`src/rtl/assert_macros.svh`:
```
// Assertion macros shared by the byte FIFO RTL.
// Depends on nothing; included by the modules that carry assertions.
`ifndef ASSERT_MACROS_SVH
`define ASSERT_MACROS_SVH

// Check prop at every rising clock edge outside reset.
`define BFOM_ASSERT(lbl, clk, rst_n, prop, msg) \
  lbl: assert property (@(posedge clk) disable iff (!rst_n) prop) else $error(msg);

// Check prop at every rising clock edge, reset included.
`define BFOM_ASSERT_ALWAYS(lbl, clk, prop, msg) \
  lbl: assert property (@(posedge clk) prop) else $error(msg);

`endif

```
`src/rtl/bfom_pkg.sv`:
```
// Package for the byte FIFO with overflow marker: defaults, marker bytes,
// operation codes and the sequencer state type. Depends on nothing.
package bfom_pkg;

  localparam int unsigned DEPTH_DEF = 64;

  localparam logic [7:0] MARK_B = 8'h42;
  localparam logic [7:0] MARK_U = 8'h55;
  localparam logic [7:0] MARK_F = 8'h46;

  localparam logic ACT_PUT = 1'b0;
  localparam logic ACT_GET = 1'b1;

  typedef enum logic [1:0] {
    ST_IDLE,
    ST_GET,
    ST_MARK_U,
    ST_MARK_F
  } state_t;

endpackage

```
`src/rtl/byte_fifo_with_overflow_marker_unit.sv`:
```
// Byte FIFO with overflow marker; depends on bfom_pkg, bfom_ram and assert_macros.svh.
// Result strobe in the cycle after accept for a put or an empty get; a byte get reads
// the RAM into its read register, then ST_GET registers the result; a marker put
// writes B, U, F, one RAM write per state (IDLE, ST_MARK_U, ST_MARK_F), then strobes.
// Throughput: one put per cycle while not busy; no new word is taken during a byte
// get or a marker put. Synchronous reset empties the queue; results cannot be stalled.
`include "assert_macros.svh"

module byte_fifo_with_overflow_marker_unit #(
  parameter int unsigned DEPTH = bfom_pkg::DEPTH_DEF,
  parameter int unsigned IW    = $clog2(DEPTH),
  parameter int unsigned CW    = $clog2(DEPTH + 1)
) (
  input  logic          clk,
  input  logic          rst_n,
  input  logic          start,
  output logic          busy,
  input  logic          in_action,
  input  logic [7:0]    in_data_in,
  output logic          out_strobe,
  output logic [7:0]    out_data_out,
  output logic          out_data_valid,
  output logic          out_queue_empty,
  output logic          out_queue_full,
  output logic [CW-1:0] out_occupancy
);

  localparam logic [IW-1:0] IDX_LAST  = IW'(DEPTH - 1);
  localparam logic [CW-1:0] CNT_MARK  = CW'(DEPTH - 3);
  localparam logic [CW-1:0] CNT_FULL  = CW'(DEPTH);

  bfom_pkg::state_t state_r, state_nxt;

  logic [IW-1:0] wr_idx_r, wr_idx_nxt;
  logic [IW-1:0] rd_idx_r, rd_idx_nxt;
  logic [CW-1:0] cnt_r, cnt_nxt;
  logic          out_strobe_r, out_strobe_nxt;
  logic          out_dv_r, out_dv_nxt;
  logic [7:0]    out_data_r, out_data_nxt;

  logic          accept;
  logic          is_put;
  logic          put_plain;
  logic          put_mark;
  logic          get_hit;
  logic          ram_we;
  logic [7:0]    ram_wdata;
  logic          ram_re;
  logic [7:0]    ram_q;

  bfom_ram #(
    .DEPTH (DEPTH),
    .IW    (IW)
  ) u_ram (
    .clk   (clk),
    .we    (ram_we),
    .waddr (wr_idx_r),
    .wdata (ram_wdata),
    .re    (ram_re),
    .raddr (rd_idx_r),
    .q_r   (ram_q)
  );

  assign busy      = (state_r != bfom_pkg::ST_IDLE);
  assign accept    = start && !busy;
  assign is_put    = (in_action == bfom_pkg::ACT_PUT);
  assign put_plain = accept && is_put && (cnt_r < CNT_MARK);
  assign put_mark  = accept && is_put && (cnt_r == CNT_MARK);
  assign get_hit   = accept && !is_put && (cnt_r != '0);

  // Next state.
  always_comb begin
    state_nxt = state_r;
    unique case (state_r)
      bfom_pkg::ST_IDLE: begin
        if (put_mark) begin
          state_nxt = bfom_pkg::ST_MARK_U;
        end else if (get_hit) begin
          state_nxt = bfom_pkg::ST_GET;
        end
      end
      bfom_pkg::ST_GET:    state_nxt = bfom_pkg::ST_IDLE;
      bfom_pkg::ST_MARK_U: state_nxt = bfom_pkg::ST_MARK_F;
      bfom_pkg::ST_MARK_F: state_nxt = bfom_pkg::ST_IDLE;
      default:             state_nxt = bfom_pkg::ST_IDLE;
    endcase
  end

  // RAM control, indices, count and result.
  always_comb begin
    ram_we         = 1'b0;
    ram_wdata      = in_data_in;
    ram_re         = 1'b0;
    wr_idx_nxt     = wr_idx_r;
    rd_idx_nxt     = rd_idx_r;
    cnt_nxt        = cnt_r;
    out_strobe_nxt = 1'b0;
    out_dv_nxt     = 1'b0;
    out_data_nxt   = '0;
    unique case (state_r)
      bfom_pkg::ST_IDLE: begin
        if (accept) begin
          if (is_put) begin
            // Marker put drops the byte and writes B first.
            ram_we    = put_plain || put_mark;
            ram_wdata = put_mark ? bfom_pkg::MARK_B : in_data_in;
            out_strobe_nxt = !put_mark;
          end else begin
            ram_re         = get_hit;
            out_strobe_nxt = !get_hit;
          end
        end
      end
      bfom_pkg::ST_GET: begin
        out_strobe_nxt = 1'b1;
        out_dv_nxt     = 1'b1;
        out_data_nxt   = ram_q;
      end
      bfom_pkg::ST_MARK_U: begin
        ram_we    = 1'b1;
        ram_wdata = bfom_pkg::MARK_U;
      end
      bfom_pkg::ST_MARK_F: begin
        ram_we         = 1'b1;
        ram_wdata      = bfom_pkg::MARK_F;
        out_strobe_nxt = 1'b1;
      end
      default: begin
        ram_we = 1'b0;
      end
    endcase
    if (ram_we) begin
      wr_idx_nxt = (wr_idx_r == IDX_LAST) ? '0 : wr_idx_r + 1'b1;
      cnt_nxt    = cnt_r + 1'b1;
    end
    if (ram_re) begin
      rd_idx_nxt = (rd_idx_r == IDX_LAST) ? '0 : rd_idx_r + 1'b1;
      cnt_nxt    = cnt_r - 1'b1;
    end
  end

  always_ff @(posedge clk) begin
    if (!rst_n) begin
      state_r      <= bfom_pkg::ST_IDLE;
      wr_idx_r     <= '0;
      rd_idx_r     <= '0;
      cnt_r        <= '0;
      out_strobe_r <= 1'b0;
      out_dv_r     <= 1'b0;
    end else begin
      state_r      <= state_nxt;
      wr_idx_r     <= wr_idx_nxt;
      rd_idx_r     <= rd_idx_nxt;
      cnt_r        <= cnt_nxt;
      out_strobe_r <= out_strobe_nxt;
      out_dv_r     <= out_dv_nxt;
    end
  end

  always_ff @(posedge clk) begin
    out_data_r <= out_data_nxt;
  end

  // Status follows the registered count, which changes when a byte is written or read.
  assign out_strobe      = out_strobe_r;
  assign out_data_out    = out_data_r;
  assign out_data_valid  = out_dv_r;
  assign out_queue_empty = (cnt_r == '0);
  assign out_queue_full  = (cnt_r == CNT_FULL);
  assign out_occupancy   = cnt_r;

  `BFOM_ASSERT(a_cnt_bound, clk, rst_n, cnt_r <= CNT_FULL, "fill count above depth")
  `BFOM_ASSERT(a_idx_meet, clk, rst_n,
    (cnt_r == '0 || cnt_r == CNT_FULL) |-> (wr_idx_r == rd_idx_r),
    "indices disagree with empty or full count")
  `BFOM_ASSERT(a_get_result, clk, rst_n,
    (state_r == bfom_pkg::ST_GET) |=> (out_strobe_r && out_dv_r),
    "byte get produced no valid result")
  `BFOM_ASSERT(a_quick_result, clk, rst_n,
    (accept && !put_mark && !get_hit) |=> (out_strobe_r && !out_dv_r),
    "single-cycle word produced no result")
  `BFOM_ASSERT(a_mark_full, clk, rst_n,
    (state_r == bfom_pkg::ST_MARK_F) |=> (cnt_r == CNT_FULL),
    "marker did not fill the queue")

endmodule

```
`src/rtl/bfom_ram.sv`:
```
// Byte storage of the FIFO: one write port, one read port, registered read data.
// Depends on nothing.
module bfom_ram #(
  parameter int unsigned DEPTH = 64,
  parameter int unsigned IW    = $clog2(DEPTH)
) (
  input  logic          clk,
  input  logic          we,
  input  logic [IW-1:0] waddr,
  input  logic [7:0]    wdata,
  input  logic          re,
  input  logic [IW-1:0] raddr,
  output logic [7:0]    q_r
);

  logic [7:0] mem [DEPTH];

  always_ff @(posedge clk) begin
    if (we) begin
      mem[waddr] <= wdata;
    end
  end

  always_ff @(posedge clk) begin
    if (re) begin
      q_r <= mem[raddr];
    end
  end

endmodule
```
`config.mk`:
```
export PLATFORM = sky130hd
export DESIGN_NAME = byte_fifo_with_overflow_marker_unit
export DESIGN_NICKNAME = d
export VERILOG_FILES = /design/src/rtl/bfom_pkg.sv /design/src/rtl/byte_fifo_with_overflow_marker_unit.sv /design/src/rtl/bfom_ram.sv
export VERILOG_INCLUDE_DIRS = /design/src /design/src/rtl
export SDC_FILE = /design/constraint.sdc
export NUM_CORES = 1
export LEC_CHECK = 0
export BUFFER_PORTS_ARGS = -buffer_cell sky130_fd_sc_hd__buf_2
export CORE_AREA = 2 2 191 268
export CTS_CLUSTER_SIZE = 25
export DETAILED_ROUTE_END_ITERATION = 8
export DIE_AREA = 0 0 193 270
export PLACE_DENSITY = 0.66
export SETUP_SLACK_MARGIN = 0.1
export SYNTH_ARGS = -nofsm -noshare
export SYNTH_HDL_FRONTEND = slang
export SYNTH_SLANG_ARGS = --single-unit
export TNS_END_PERCENT = 20
```
`constraint.sdc`:
```
create_clock -name clk -period 4.79 [get_ports clk]
set_clock_uncertainty 0.1 [all_clocks]
set_input_delay 0.479 -clock clk [delete_from_list [all_inputs] [get_ports clk]]
set_output_delay 0.479 -clock clk [all_outputs]
set_load 0.03 [all_outputs]
```
### Yosys cells after proc, flatten, opt, wreduce, memory -nomap -nowiden

Memory sizes are Yosys's and may differ from the RTL's. A register that Yosys moved wholly into a read port is not among the register bits.
Cells that the tools add are included.

| cells by class | value |
|---|---|
| bitwise gates (word level) | 1 |
| equal/unequal tests | 8 |
| mux-type cells | 23 |
| $lt $le $gt $ge | 1 |
| add/sub/neg operators | 4 |
| reductions and logical operators | 17 |

Operators with widths:

| operator | count |
|---|---|
| 8-bit 2-to-1 mux | 3 |
| 8-bit case mux with 3 select lines | 1 |
| 7-bit 2-to-1 mux | 2 |
| 6-bit by 1-bit adder with 6-bit output, second input constant | 2 |
| 6-bit == test, second input constant | 2 |
| 6-bit 2-to-1 mux | 2 |
| 1-bit 2-to-1 mux | 10 |
| 7-bit by 1-bit adder with 7-bit output, second input constant | 1 |
| 7-bit by 6-bit == test with 1-bit output, second input constant | 1 |
| 7-bit == test, second input constant | 1 |
| 7-bit zero test | 1 |
| 7-bit by 6-bit less-than comparator with 1-bit output, second input constant | 1 |
| 7-bit nonzero test | 1 |
| 7-bit by 1-bit subtractor with 7-bit output, second input constant | 1 |
| 1-bit logical AND | 6 |
| 2-bit case mux with 3 select lines | 1 |
| 2-bit == test, second input constant | 2 |
| 2-bit 2-to-1 mux | 2 |
| 1-bit case mux with 2 select lines | 2 |
| 2-bit nonzero test | 2 |
| 2-bit OR reduction | 2 |
| 1-bit zero test | 3 |
| 3-bit inequality test, second input constant | 1 |
| 2-bit by 1-bit == test with 1-bit output, second input constant | 1 |
| other kinds (3) | 3 |

| storage, ports and cells | value |
|---|---|
| output and inout port bits | 20 |
| memory bits (writable) | 512 |
| logic and storage cells | 62 |
| bits in registers | 31 |
| bits of input ports | 12 |
| memories | 1 |

Memory list:

| name | words | bits a word | read ports | clocked after memory_dff | write ports | line | source |
|---|---|---|---|---|---|---|---|
| u_ram.mem | 64 | 8 | 1 | 1 | 1 | bfom_ram.sv:16 | `logic [7:0] mem [DEPTH];` |

### Depth between registers and ports, before layout

Gate-level depths: netlist of the first run.

| depth | value |
|---|---|
| word-level depth | 11 |
| gate-level depth with buffers | 10 |
| depth with buffers taken out | 10 |

### Modules after synthesis

A second synthesis of the first run with hierarchy kept.

| second synthesis, totals | value |
|---|---|
| cell total of the unflattened synthesis | 1,113 |
| area total of the unflattened synthesis | 21,828.4 um^2 |

By module, submodules not included:

| module | times used | cells an instance | seq. area each (um^2) | area each (um^2) |
|---|---|---|---|---|
| bfom_ram | 1 | 940 | 15,615.0 | 20,246.9 |
| byte_fifo_with_overflow_marker_unit | 1 | 173 | 620.6 | 1,581.5 |

### Worst setup path after synthesis of the first run

OpenSTA, ideal clock, no wires.

| path | value |
|---|---|
| kind | in2reg |
| from | input in_action |
| to | memory u_ram.mem[0][1], data pin |
| stages | 4 |
| arrival time | 3.315 ns |
| path buffers | 0 |
| library setup time | 0.549 ns |
| path slack | 0.826 ns |
| path through | or4b_1 nor4_1 nor2_1 a21oi_1 |

| between the ends | value |
|---|---|
| longest elaborated chain between the ends | 7 |

RTL lines:

| what | line | source |
|---|---|---|
| from (decl) | byte_fifo_with_overflow_marker_unit.sv:18 | `input logic in_action,` |
| 1-bit inverter | byte_fifo_with_overflow_marker_unit.sv:66 | `assign is_put = (in_action == bfom_pkg::ACT_PUT);` |
| 1-bit logical AND (2 in a row) | byte_fifo_with_overflow_marker_unit.sv:68 | `assign put_mark = accept && is_put && (cnt_r == CNT_MARK);` |
| 8-bit 2-to-1 mux | byte_fifo_with_overflow_marker_unit.sv:106 | `ram_wdata = put_mark ? bfom_pkg::MARK_B : in_data_in;` |
| 8-bit 2-to-1 mux (*) | byte_fifo_with_overflow_marker_unit.sv:103 | `if (is_put) begin` |
| 8-bit 2-to-1 mux (*) | byte_fifo_with_overflow_marker_unit.sv:102 | `if (accept) begin` |
| 8-bit case mux with 3 select lines (*) | byte_fifo_with_overflow_marker_unit.sv:100 | `unique case (state_r)` |
| via ram_wdata[1] | byte_fifo_with_overflow_marker_unit.sv:47 | `logic [7:0] ram_wdata;` |
| to (decl) | bfom_ram.sv:16 |  |

The timed path passes the listed nets; every way through them passes the cells marked *.

### Final worst setup path of the first run

| path | value |
|---|---|
| from | register state_r[1] |
| to | memory u_ram.mem[50][4] (enable) |

| between the ends | value |
|---|---|
| longest elaborated chain between the ends | 11 |
| elaborated cells on any way between the ends | 16 |

RTL lines:

| what | line | source |
|---|---|---|
| from (decl) | byte_fifo_with_overflow_marker_unit.sv:32 | `bfom_pkg::state_t state_r, state_nxt;` |
| from (signal assigned) | byte_fifo_with_overflow_marker_unit.sv:144 | `state_r <= bfom_pkg::ST_IDLE;` |
| from (signal assigned) | byte_fifo_with_overflow_marker_unit.sv:151 | `state_r <= state_nxt;` |
| 2-bit nonzero test | byte_fifo_with_overflow_marker_unit.sv:64 | `assign busy = (state_r != bfom_pkg::ST_IDLE);` |
| 1-bit zero test | byte_fifo_with_overflow_marker_unit.sv:65 | `assign accept = start && !busy;` |
| 1-bit logical AND | byte_fifo_with_overflow_marker_unit.sv:65 |  |
| 1-bit logical AND | byte_fifo_with_overflow_marker_unit.sv:67, byte_fifo_with_overflow_marker_unit.sv:68 |  |
| 1-bit logical AND, on equally long branches | byte_fifo_with_overflow_marker_unit.sv:67, byte_fifo_with_overflow_marker_unit.sv:68 |  |
| 1-bit logical OR | byte_fifo_with_overflow_marker_unit.sv:105 | `ram_we = put_plain \|\| put_mark;` |
| 1-bit 2-to-1 mux | byte_fifo_with_overflow_marker_unit.sv:103 |  |
| 1-bit 2-to-1 mux | byte_fifo_with_overflow_marker_unit.sv:102 |  |
| 1-bit case mux with 2 select lines (*) | byte_fifo_with_overflow_marker_unit.sv:100 |  |
| 1-bit 2-to-1 mux (*) | bfom_ram.sv:19 | `if (we) begin` |
| 1-bit 2-to-1 mux (not written as such) (*) | bfom_ram.sv:20 | `mem[waddr] <= wdata;` |

Every way passes the cells marked *; elsewhere a longest branch is shown, timed or not.

==> results.txt, run 1 <==
RePlAce Congestion: 0.859
PD cells: 463 mW/mm2
Worst Path Arrival: 3.87 ns
critical path type: flop to flop
Final #Nets: 1,160
CTS tree: yes
vias per cell: 5.84
Final Critical Period: 3.77 ns
MaxCap Viol Count: 0
CORE AREA: 0.0498 mm2
Synth area leader: edfxtp_1
Crit Path Max Fanout: 16
Initial Utilization: 43.5%
die width: 193 um
post-cts resize count: 0
setup TNS: 0 ns
# rows: 97
Post-Syn Instances: 1,098
1st-iter DRT viols: 980
worst hold endpoint: out_strobe$_SDFF_PN0_
unrepaired setup endpoints after global routing: no
peak supply drop: 0.277 mV
Ports: 32
Crit Reg-Reg Startpoint: state_r[1]$_SDFFE_PN0P_
setup violators final: 0
Clock Pin Slew Worst Setup and Hold Paths: 0.07 ns
GRT overflow: 0
max_slew headroom: 29.8%
Antenna Cells: 0
global-route wire length before repair: 72,100 um
Vias: 10,600
CP required: 4.89 ns
Post-CTS Setup Inserts: 0
r2r endpoint: u_ram.mem[50][4]$_DFFE_PP_
TritonCTS Sinks: 551
all-layer global routing usage: 19.0%
Syn-to-layout area delta: 11.7%
die area: 0.0521 mm2
Max Slew Vio Count: 0
Static Leakage: 0.00737 uW
mapped cell area: 0.0216 mm2
share of cells above drive strength 1: 24.1%
Yosys warning count: 0
Worst-Skew Late Latency: 0.57 ns
Worst path slowest cell: or4b_1
#FFs+latches synth: 551
Remaining DRCs: 0
hold_sp: start
largest net degree at the start of global routing: 65
number of global-route vias before repair: 11,000
PortBufs: 31
r2r setup slk: 1.02 ns
delay of the slowest cell on the worst path: 0.90 ns
HPWL after DPL: 31,000 um
R2R cell count: 5
dominant synthesized flop cell: edfxtp_1
CTS Buf Count: 47
depth of the CTS H-tree: 2
Detailed Route WL: 48,500 um
post-layout util: 48.6%
CTS Buffer Depth: 3
syn_nets: 1,118
Hold Vio Cnt, Final: 0
Chip Height: 270 um
CTS root buf: clkbuf_16
Synth Area per Inst: 19.7 um2
Worst setup EP type: flop
CP Launch Type: flop
Routed WL per cell: 26.6 um
fmax: 265 MHz
ranking of synthesized cells by area: edfxtp_1 72%, mux4_2 13%, dfxtp_1 2.9%
Synth cell types: 57
asr flop ratio synth: 0%
Worst Max-Slew Pin Slew: 1.05 ns
top cell type's share of synthesized area: 72.2%
hold_buf cts: 0
period utilisation layout: 78.7%
status: finished clean
most used cell, CP: or4b_1
CP cell instances: or4b_1 -> a211oi_2 -> nor2_2 -> or4b_1 -> nor2_1
hold depth: 3
initial antenna violation count: 0
EDFF count, synth: 520
DRT Pass-1 Iters: 5
worst hold-check path type: primary input to flop
DRT antenna net count: 0
sequential element share of the synthesized area: 75.0%
==> cell usage after synthesis (7+ instances only) <==
cell type and n:
edfxtp_1 520, mux4_2 126, nor2_1 99, mux2i_1 35
dfxtp_1 31, clkbuf_1 30, nand2_1 21, buf_2 18
nor2b_1 16, and2_1 15, a21oi_1 11, o22ai_1 11
a22o_1 10, o21ai_0 10, a211oi_1 9, a221oi_1 9
a22oi_1 8, buf_1 8, ha_1 7, inv_1 7
xor2_1 7
==> power breakdown <==
part | switching [uW] | internal (uW)
clock network | 1710 | 2200
logic | 937 | 852
registers | 140 | 5360
==> cells by family (layout without fill, tap and decap cells) <==
logic type / Yosys count / after routing / share of synthesized area (%)
AOI/OAI and AO/OA: 91 / 91 / 3.08
xor gates and xnor gates: 11 / 11 / 0.445
adders and majority gates: 8 / 8 / 0.497
buffers and inverters: 70 / 149 / 1.42
DFF: 551 / 551 / 75.0
muxes: 163 / 163 / 14.8
and+or+nand+nor: 204 / 204 / 4.67
==> state kept, by name (all words and copies together) (netlist names), 2 cells and up <==
register / flops
state_r: 2
wr_idx_r: 6
rd_idx_r: 6
u_ram.q_r: 8
out_occupancy: 7
out_data_out: 8
u_ram.mem: 512
==> worst max-delay path, delay by kind of cell (launching register included) <==
| kind | cells | cell delay, ns |
|---|---|---|
| AND/OR/NAND/NOR | 4 | 2.36 |
| flip-flops | 1 | 0.47 |
| AO/OA/AOI/OAI | 1 | 0.48 |
==> per-layer routing <==
layer,part of all wire [%],GRT usage (%),vias to the layer above,routed length (um)
met5,0,0,-,0
met4,4.4,8.17,0,2130
met1,38,23.7,5546,18300
met3,5.6,2.40,115,2700
li1,-,-,4563,-
met2,52,33.1,402,25400
==> cells in the final DEF (no fill, tap or decap), types with 12 or more instances in the layout <==
master       n
nor2b_1     16
buf_4       21
dfxtp_1     28
mux4_2     126
clkbuf_16   49
edfxtp_1   520
and2_1      12
nand2_1     19
mux2i_1     35
nor2_1      98
buf_2       31
==> final cells by class <==
type	instances	area [um2]
clock buffers	52	1240
clock inverters	34	357
inverters	8	30.0
repair buffers	55	373
fillers	3994	25600
well taps	643	805
flip-flops and latches	551	16200
multi-input cells	477	5130
==> through the flow <==
stage / hold slack, ns / instances / total power (uW) / cell area, um2 / worst slack [ns]
after global placement: 0.334 / 1734 / 7400 / 22600 / 1.13
after detailed placement: 0.331 / 1734 / 7410 / 22600 / 1.03
after CTS: 0.0505 / 1820 / 11300 / 24200 / 1.08
after global routing: 0.0969 / 1820 / 11600 / 24200 / 0.902
final: 0.0762 / 1820 / 11200 / 24200 / 1.02
after floorplan: 0.320 / 1098 / 6890 / 21600 / 0.826
==> worst max path at each step <==
stage	start	to	slack (ns)	cells past startpoint
floorplan	in_action	u_ram.mem[0][1]$_DFFE_PP_	0.83	4
global placement	in_action	u_ram.mem[10][3]$_DFFE_PP_	1.13	6
detailed placement	in_action	u_ram.mem[50][3]$_DFFE_PP_	1.03	6
CTS	state_r[1]$_SDFFE_PN0P_	u_ram.mem[2][3]$_DFFE_PP_	1.08	5
global route	state_r[1]$_SDFFE_PN0P_	u_ram.mem[2][1]$_DFFE_PP_	0.90	5
finish	state_r[1]$_SDFFE_PN0P_	u_ram.mem[50][4]$_DFFE_PP_	1.02	5
Power figures use the tool's default switching activity.
==> run 2: changes to the inputs <==
==> constraint.sdc (replaced) <==
create_clock -name clk -period 3.85 [get_ports clk]
set_clock_uncertainty 0.1 [all_clocks]
set_input_delay 0.385 -clock clk [delete_from_list [all_inputs] [get_ports clk]]
set_output_delay 0.385 -clock clk [all_outputs]
set_load 0.03 [all_outputs]
==> run 2 against run 1 <==
Effect of this change: global-route usage increased by 0.26 points; via count increased by 2.3%; combinational power rose by 26%; non-clock buffer count up 61; first-iteration DRC count up 1.9%; sequential share of layout area fell by 1.3 points; largest cell class unchanged; largest power group unchanged.
==> results.txt, run 2 (synthesized netlist as in run 1, its figures left out) <==
Max Slew Vio Count: 0 (unchanged)
Syn-to-layout area delta: 14.0% (was 11.7%)
PD cells: 565 mW/mm2 (was 463 mW/mm2)
CTS Buffer Depth: 3 (unchanged)
number of flip-flops in the largest register: 512 (unchanged)
Critical Path Sink: u_ram.mem[59][5]$_DFFE_PP_ (was u_ram.mem[50][4]$_DFFE_PP_)
largest register by flop count: u_ram.mem (unchanged)
die area: 0.0521 mm2 (unchanged)
critical path type: flop to flop (unchanged)
setup TNS: 0 ns (unchanged)
final non-filler cell total: 1,883 (was 1,820)
die width: 193 um (unchanged)
depth of the CTS H-tree: 2 (unchanged)
Vias: 10,900 (was 10,600)
Worst Max-Slew Pin Slew: 1.07 ns (was 1.05 ns)
Hold Vio Cnt, Final: 0 (unchanged)
Crit. path cell count: 5 (unchanged)
vias per cell: 5.77 (was 5.84)
CORE AREA: 0.0498 mm2 (unchanged)
CP required: 3.95 ns (was 4.89 ns)
Worst Setup SP: state_r[0]$_SDFFE_PN0P_ (was state_r[1]$_SDFFE_PN0P_)
Worst Path Arrival: 3.48 ns (was 3.87 ns)
Post-CTS Setup Inserts: 0 (unchanged)
kind of cell adding the most delay to the critical path: simple AND/OR/NAND/NOR gates (unchanged)
MaxCap Viol Count: 0 (unchanged)
Worst-Skew Late Latency: 0.57 ns (about the same)
DRT antenna net count: 0 (unchanged)
Final #Nets: 1,222 (was 1,160)
PortBufs: 31 (unchanged)
GR met1 Demand/Resource: 24.1% (was 23.7%)
r2r endpoint: u_ram.mem[59][5]$_DFFE_PP_ (was u_ram.mem[50][4]$_DFFE_PP_)
commonest non-fill, non-tap cell in the layout: edfxtp_1 (unchanged)
max_slew headroom: 28.4% (was 29.8%)
period utilisation layout: 87.8% (was 78.7%)
Switch Pwr: 3450 uW (was 2790 uW)
delay of the slowest cell on the worst path: 0.70 ns (was 0.90 ns)
peak supply drop: 0.346 mV (was 0.277 mV)
status: finished clean (unchanged)
Clock Pin Slew Worst Setup and Hold Paths: 0.07 ns (about the same)
Static Leakage: 0.00772 uW (was 0.00737 uW)
RePlAce Congestion: 0.838 (was 0.859)
grt met2 use: 33.4% (was 33.1%)
GRT overflow: 0 (unchanged)
Hold WS: 0.0737 ns (was 0.0762 ns)
worst hold-check path type: primary input to flop (unchanged)
# rows: 97 (unchanged)
Initial Utilization: 43.5% (unchanged)
TritonCTS Sinks: 551 (unchanged)
fmax: 296 MHz (was 265 MHz)
r2r setup slk: 0.47 ns (was 1.02 ns)
DRT Pass-1 Iters: 4 (was 5)
largest net degree at the start of global routing: 65 (unchanged)
initial antenna violation count: 1 (was 0)
unrepaired setup endpoints after global routing: no (unchanged)
global-route wire length before repair: 73,000 um (was 72,100 um)
Clock Power Share: 34.8% (was 35.0%)
number of global-route vias before repair: 11,200 (was 11,000)
Final Critical Period: 3.38 ns (was 3.77 ns)
hold_buf cts: 0 (unchanged)
Ports: 32 (unchanged)
share of cells above drive strength 1: 27.8% (was 24.1%)
1st-iter DRT viols: 999 (was 980)
post-cts resize count: 0 (unchanged)
HPWL after DPL: 31,000 um (about the same)
Chip Height: 270 um (unchanged)
Combinational Power Share: 16.1% (was 16.0%)
Remaining DRCs: 0 (unchanged)
Crit Reg-Reg Startpoint: state_r[0]$_SDFFE_PN0P_ (was state_r[1]$_SDFFE_PN0P_)
commonest cells after routing, fill and taps aside: 520 x edfxtp_1, 126 x mux4_2, 98 x nor2_1 (unchanged)
CTS tree: yes (unchanged)
Int Pwr: 10,500 uW (was 8410 uW)
Seq pwr share: 49.0% (was 49.1%)
GRT busiest layer: met2 (unchanged)
Crit Path Max Fanout: 8 (was 16)
CP cell instances: or4b_1 -> a211oi_2 -> nor2_2 -> or3_1 -> nor2_1 (was or4b_1 -> a211oi_2 -> nor2_2 -> or4b_1 -> nor2_1)
R2R cell count: 5 (unchanged)
switching share of power: 24.8% (was 24.9%)
Routed WL per cell: 26.2 um (was 26.6 um)
CP Launch Type: flop (unchanged)
Worst path slowest cell: nor2_1 (was or4b_1)
CTS Buf Count: 48 (was 47)
Worst setup EP type: flop (unchanged)
setup violators final: 0 (unchanged)
Detailed Route WL: 49,300 um (was 48,500 um)
CP bufs+invs: 0 (unchanged)
all-layer global routing usage: 19.3% (was 19.0%)
M3 GR Usage: 2.73% (was 2.40%)
CTS root buf: clkbuf_16 (unchanged)
dpl cells: 1,795 (was 1,734)
[run 2: cell types whose count changed in the layout (fill, tap and decap cells not counted), moves of 3 or more]
cell / change
bufinv_16: -3
clkbuf_1: +4
clkbuf_8: +6
buf_4: +58
buf_12: +3
clkinv_1: -4
[run 2: layout make-up]
type	instances	area, um2
Clock inverter	23	213
Tap cell	643	805
Sequential cell	551	16200
Antenna cell	1	2.50
Inverter	8	30.0
Fill cell	3959	25100
Multi-Input combinational cell	477	5120
Timing Repair Buffer	116	868
Clock buffer	64	1390
[run 2: worst min path at each step]
stage / startpoint / end / cells after the start
6_report: start / out_strobe$_SDFF_PN0_ / 3
5_1_grt: rst_n / rd_idx_r[4]$_SDFFE_PN0P_ / 2
4_1_cts: start / out_strobe$_SDFF_PN0_ / 3
3_5_place_dp: u_ram.q_r[3]$_DFFE_PP_ / out_data_out[3]$_SDFF_PN0_ / 1
3_3_place_gp: u_ram.q_r[3]$_DFFE_PP_ / out_data_out[3]$_SDFF_PN0_ / 1
2_1_floorplan: u_ram.q_r[0]$_DFFE_PP_ / out_data_out[0]$_SDFF_PN0_ / 1
[run 2: worst register-to-register path: cells and delay by family (launching register included)]
family | cells | cell delay, ns
AOI/OAI and AO/OA | 1 | 0.47
DFF | 1 | 0.37
and+or+nand+nor | 4 | 2.07
[run 2: power by group through the flow]
stage | registers [uW] | clock network [uW] | logic [uW]
after floorplan | 6930 | 0 | 1640
after global placement | 6960 | 0 | 2260
final | 6830 | 4850 | 2250
after global routing | 6850 | 5140 | 2390
after CTS | 6830 | 4930 | 2290
after detailed placement | 6960 | 0 | 2290
[run 2: routing by layer]
layer  wire length (um)  up-vias  part of all wire (%)
li1                   -     4683                     -
met1              18900     5732                    38
met2              25800      361                    52
met3               2520       94                   5.1
met4               2080        0                   4.2
met5                  0        -                     0
[run 2: stage by stage]
step	instance area (um2)	util, %	setup slack (ns)	power (uW)
6_report	24700	49.6	0.469	13900
5_1_grt	24700	49.6	0.410	14400
4_1_cts	24700	49.6	0.508	14100
3_5_place_dp	23100	46.4	0.426	9250
3_3_place_gp	23100	46.4	0.414	9220
2_1_floorplan	21600	-	0.724	8570
==> run 3: changes to the inputs <==
--- a/config.mk
+++ b/config.mk
@@ -7,11 +7,11 @@
 export NUM_CORES = 1
 export LEC_CHECK = 0
 export BUFFER_PORTS_ARGS = -buffer_cell sky130_fd_sc_hd__buf_2
-export CORE_AREA = 2 2 191 268
+export CORE_AREA = 2 2 161 227
 export CTS_CLUSTER_SIZE = 25
 export DETAILED_ROUTE_END_ITERATION = 8
-export DIE_AREA = 0 0 193 270
-export PLACE_DENSITY = 0.66
+export DIE_AREA = 0 0 163 229
+export PLACE_DENSITY = 0.85
 export SETUP_SLACK_MARGIN = 0.1
 export SYNTH_ARGS = -nofsm -noshare
 export SYNTH_HDL_FRONTEND = slang
==> run 3 against run 2 <==
Effect of this change: global-route usage increased by 8.2 points; die area shrank 28%; register-to-register slack better by 0.04 ns; flip-flop and latch count did not move; worst setup slack improved by 0.036 ns; hold slack got worse by 0.025 ns; combinational power about the same; critical endpoint is now out_occupancy[6]$_SDFFE_PN0P_.
==> results.txt, run 3 (synthesized netlist as in run 1, its figures left out) <==
CP required: 4.26 ns (was 3.95 ns)
peak supply drop: 0.479 mV (was 0.346 mV)
Seq pwr share: 49.1% (was 49.0%)
worst hold-check path type: primary input to flop (unchanged)
commonest cells after routing, fill and taps aside: 520 x edfxtp_1, 126 x mux4_2, 98 x nor2_1 (unchanged)
Switch Pwr: 3420 uW (was 3450 uW)
Syn-to-layout area delta: 12.4% (was 14.0%)
switching share of power: 24.7% (was 24.8%)
Detailed Route WL: 49,800 um (was 49,300 um)
Final #Nets: 1,210 (was 1,222)
Antenna Cells: 0 (was 1)
CTS tree: yes (unchanged)
Static Leakage: 0.00766 uW (was 0.00772 uW)
Worst Path Arrival: 3.75 ns (was 3.48 ns)
delay of the slowest cell on the worst path: 0.54 ns (was 0.70 ns)
hold_sp: start (unchanged)
Worst setup EP type: flop (unchanged)
global-route wire length before repair: 73,800 um (was 73,000 um)
Worst Max-Slew Pin Slew: 0.907 ns (was 1.07 ns)
setup TNS: 0 ns (unchanged)
PortBufs: 31 (unchanged)
Hold Vio Cnt, Final: 0 (unchanged)
fmax: 299 MHz (was 296 MHz)
GRT overflow: 0 (unchanged)
Int Pwr: 10,400 uW (was 10,500 uW)
CP Launch Type: flop (unchanged)
period utilisation layout: 86.9% (was 87.8%)
Chip Height: 229 um (was 270 um)
Clock Pin Slew Worst Setup and Hold Paths: 0.07 ns (about the same)
largest register by flop count: u_ram.mem (unchanged)
Worst-Skew Late Latency: 0.57 ns (about the same)
number of flip-flops in the largest register: 512 (unchanged)
CTS root buf: clkbuf_16 (unchanged)
HPWL after DPL: 30,500 um (was 31,000 um)
Vias: 11,300 (was 10,900)
Crit. path cell count: 10 (was 5)
max_slew headroom: 39.5% (was 28.4%)
status: finished clean (unchanged)
Clock Power Share: 34.5% (was 34.8%)
die width: 163 um (was 193 um)
Max Slew Vio Count: 0 (unchanged)
r2r endpoint: out_occupancy[6]$_SDFFE_PN0P_ (was u_ram.mem[59][5]$_DFFE_PP_)
TritonCTS Sinks: 551 (unchanged)
CP bufs+invs: 1 (was 0)
area post-placement: 0.0228 mm2 (was 0.0231 mm2)
number of global-route vias before repair: 11,600 (was 11,200)
unrepaired setup endpoints after global routing: no (unchanged)
PD cells: 570 mW/mm2 (was 565 mW/mm2)
Combinational Power Share: 16.4% (was 16.1%)
R2R cell count: 10 (was 5)
DRT antenna net count: 0 (unchanged)
die area: 0.0373 mm2 (was 0.0521 mm2)
kind of cell adding the most delay to the critical path: simple AND/OR/NAND/NOR gates (unchanged)
Initial Utilization: 61.1% (was 43.5%)
Ports: 32 (unchanged)
largest net degree at the start of global routing: 65 (unchanged)
Routed WL per cell: 29.5 um (was 26.2 um)
Remaining DRCs: 0 (unchanged)
all-layer global routing usage: 27.4% (was 19.3%)
# rows: 82 (was 97)
Crit Path Max Fanout: 22 (was 8)
hold depth: 3 (unchanged)
RePlAce Congestion: 0.880 (was 0.838)
CORE AREA: 0.0354 mm2 (was 0.0498 mm2)
vias per cell: 6.72 (was 5.77)
hold_buf cts: 0 (unchanged)
CTS Buffer Depth: 3 (unchanged)
Final Critical Period: 3.35 ns (was 3.38 ns)
most used cell, CP: mux2i_1
r2r setup slk: 0.50 ns (was 0.47 ns)
DRT Pass-1 Iters: 7 (was 4)
setup violators final: 0 (unchanged)
post-cts resize count: 0 (unchanged)
worst hold endpoint: out_strobe$_SDFF_PN0_ (unchanged)
CTS Buf Count: 45 (was 48)
Post-CTS Setup Inserts: 0 (unchanged)
depth of the CTS H-tree: 2 (unchanged)
critical path type: flop to flop (unchanged)
1st-iter DRT viols: 1,374 (was 999)
Final Cell Area: 0.0243 mm2 (was 0.0247 mm2)
share of cells above drive strength 1: 27.0% (was 27.8%)
initial antenna violation count: 1 (unchanged)
Crit Reg-Reg Startpoint: out_occupancy[2]$_SDFFE_PN0P_ (was state_r[0]$_SDFFE_PN0P_)
CP cell instances: or4_1 -> or3_4 -> o21ai_4 -> inv_2 -> fa_1 -> a211oi_1 -> o21ai_0 -> a21oi_1 -> mux2i_1 -> mux2i_1 (was or4b_1 -> a211oi_2 -> nor2_2 -> or3_1 -> nor2_1)
Worst path slowest cell: or4_1 (was nor2_1)
commonest non-fill, non-tap cell in the layout: edfxtp_1 (unchanged)
MaxCap Viol Count: 0 (unchanged)
## run 3: cell types whose count changed in the layout (fill, tap and decap cells not counted), moves of 2 or more
| cell | delta |
|---|---|
| clkbuf_16 | -4 |
| clkinv_1 | +6 |
| buf_4 | -9 |
| clkbuf_8 | -6 |
| clkbuf_1 | -5 |
| bufinv_16 | +4 |
| clkinvlp_4 | -2 |
## run 3: power groups by stage
stage               logic (uW)  registers, uW  clock network, uW
finish                    2270           6810               4790
global placement          2220           6930                  0
floorplan                 1640           6930                  0
global route              2400           6820               5020
detailed placement        2250           6940                  0
CTS                       2280           6810               4830
## run 3: routing by layer
layer | global-route usage (%) | vias up | share of wire (%)
met5 | 0 | - | 0.036
met3 | 4.60 | 174 | 8.4
met2 | 46.6 | 746 | 52
li1 | - | 4658 | -
met1 | 33.7 | 5761 | 34
met4 | 14.9 | 2 | 6.2
## run 3: cell type report
cell class	count	area, um2
sequential	551	16200
timing repair buffer	107	801
multi-input combinational	477	5120
inverter	8	30.0
clock buffer	49	1180
clock inverter	34	368
fill	2026	11100
tap	462	578
## run 3: worst min-delay path, cell delays in order
cell	delay (ns)
buf_2	0.09
a31oi_1	0.07
nor2_1	0.12
## run 3: through the flow
stage,instances,hold WS (ns),total power [uW],util (%),setup slack [ns]
4_1_cts,1688,0.0222,13900,68.7,0.522
6_report,1688,0.0487,13900,68.7,0.505
3_5_place_dp,1605,0.333,9190,64.3,0.491
2_1_floorplan,1098,0.320,8570,-,0.724
5_1_grt,1688,0.0682,14200,68.7,0.316
3_3_place_gp,1605,0.338,9150,64.3,0.560
## run 3: worst max path at each step
stage / from / endpoint / slack, ns
after floorplan: out_occupancy[2]$_SDFFE_PN0P_ / out_occupancy[6]$_SDFFE_PN0P_ / 0.72
after global placement: in_action / u_ram.mem[43][5]$_DFFE_PP_ / 0.56
after detailed placement: in_action / u_ram.mem[43][5]$_DFFE_PP_ / 0.49
after CTS: state_r[0]$_SDFFE_PN0P_ / u_ram.mem[43][5]$_DFFE_PP_ / 0.52
after global routing: out_occupancy[2]$_SDFFE_PN0P_ / out_occupancy[6]$_SDFFE_PN0P_ / 0.32
final: out_occupancy[2]$_SDFFE_PN0P_ / out_occupancy[6]$_SDFFE_PN0P_ / 0.50
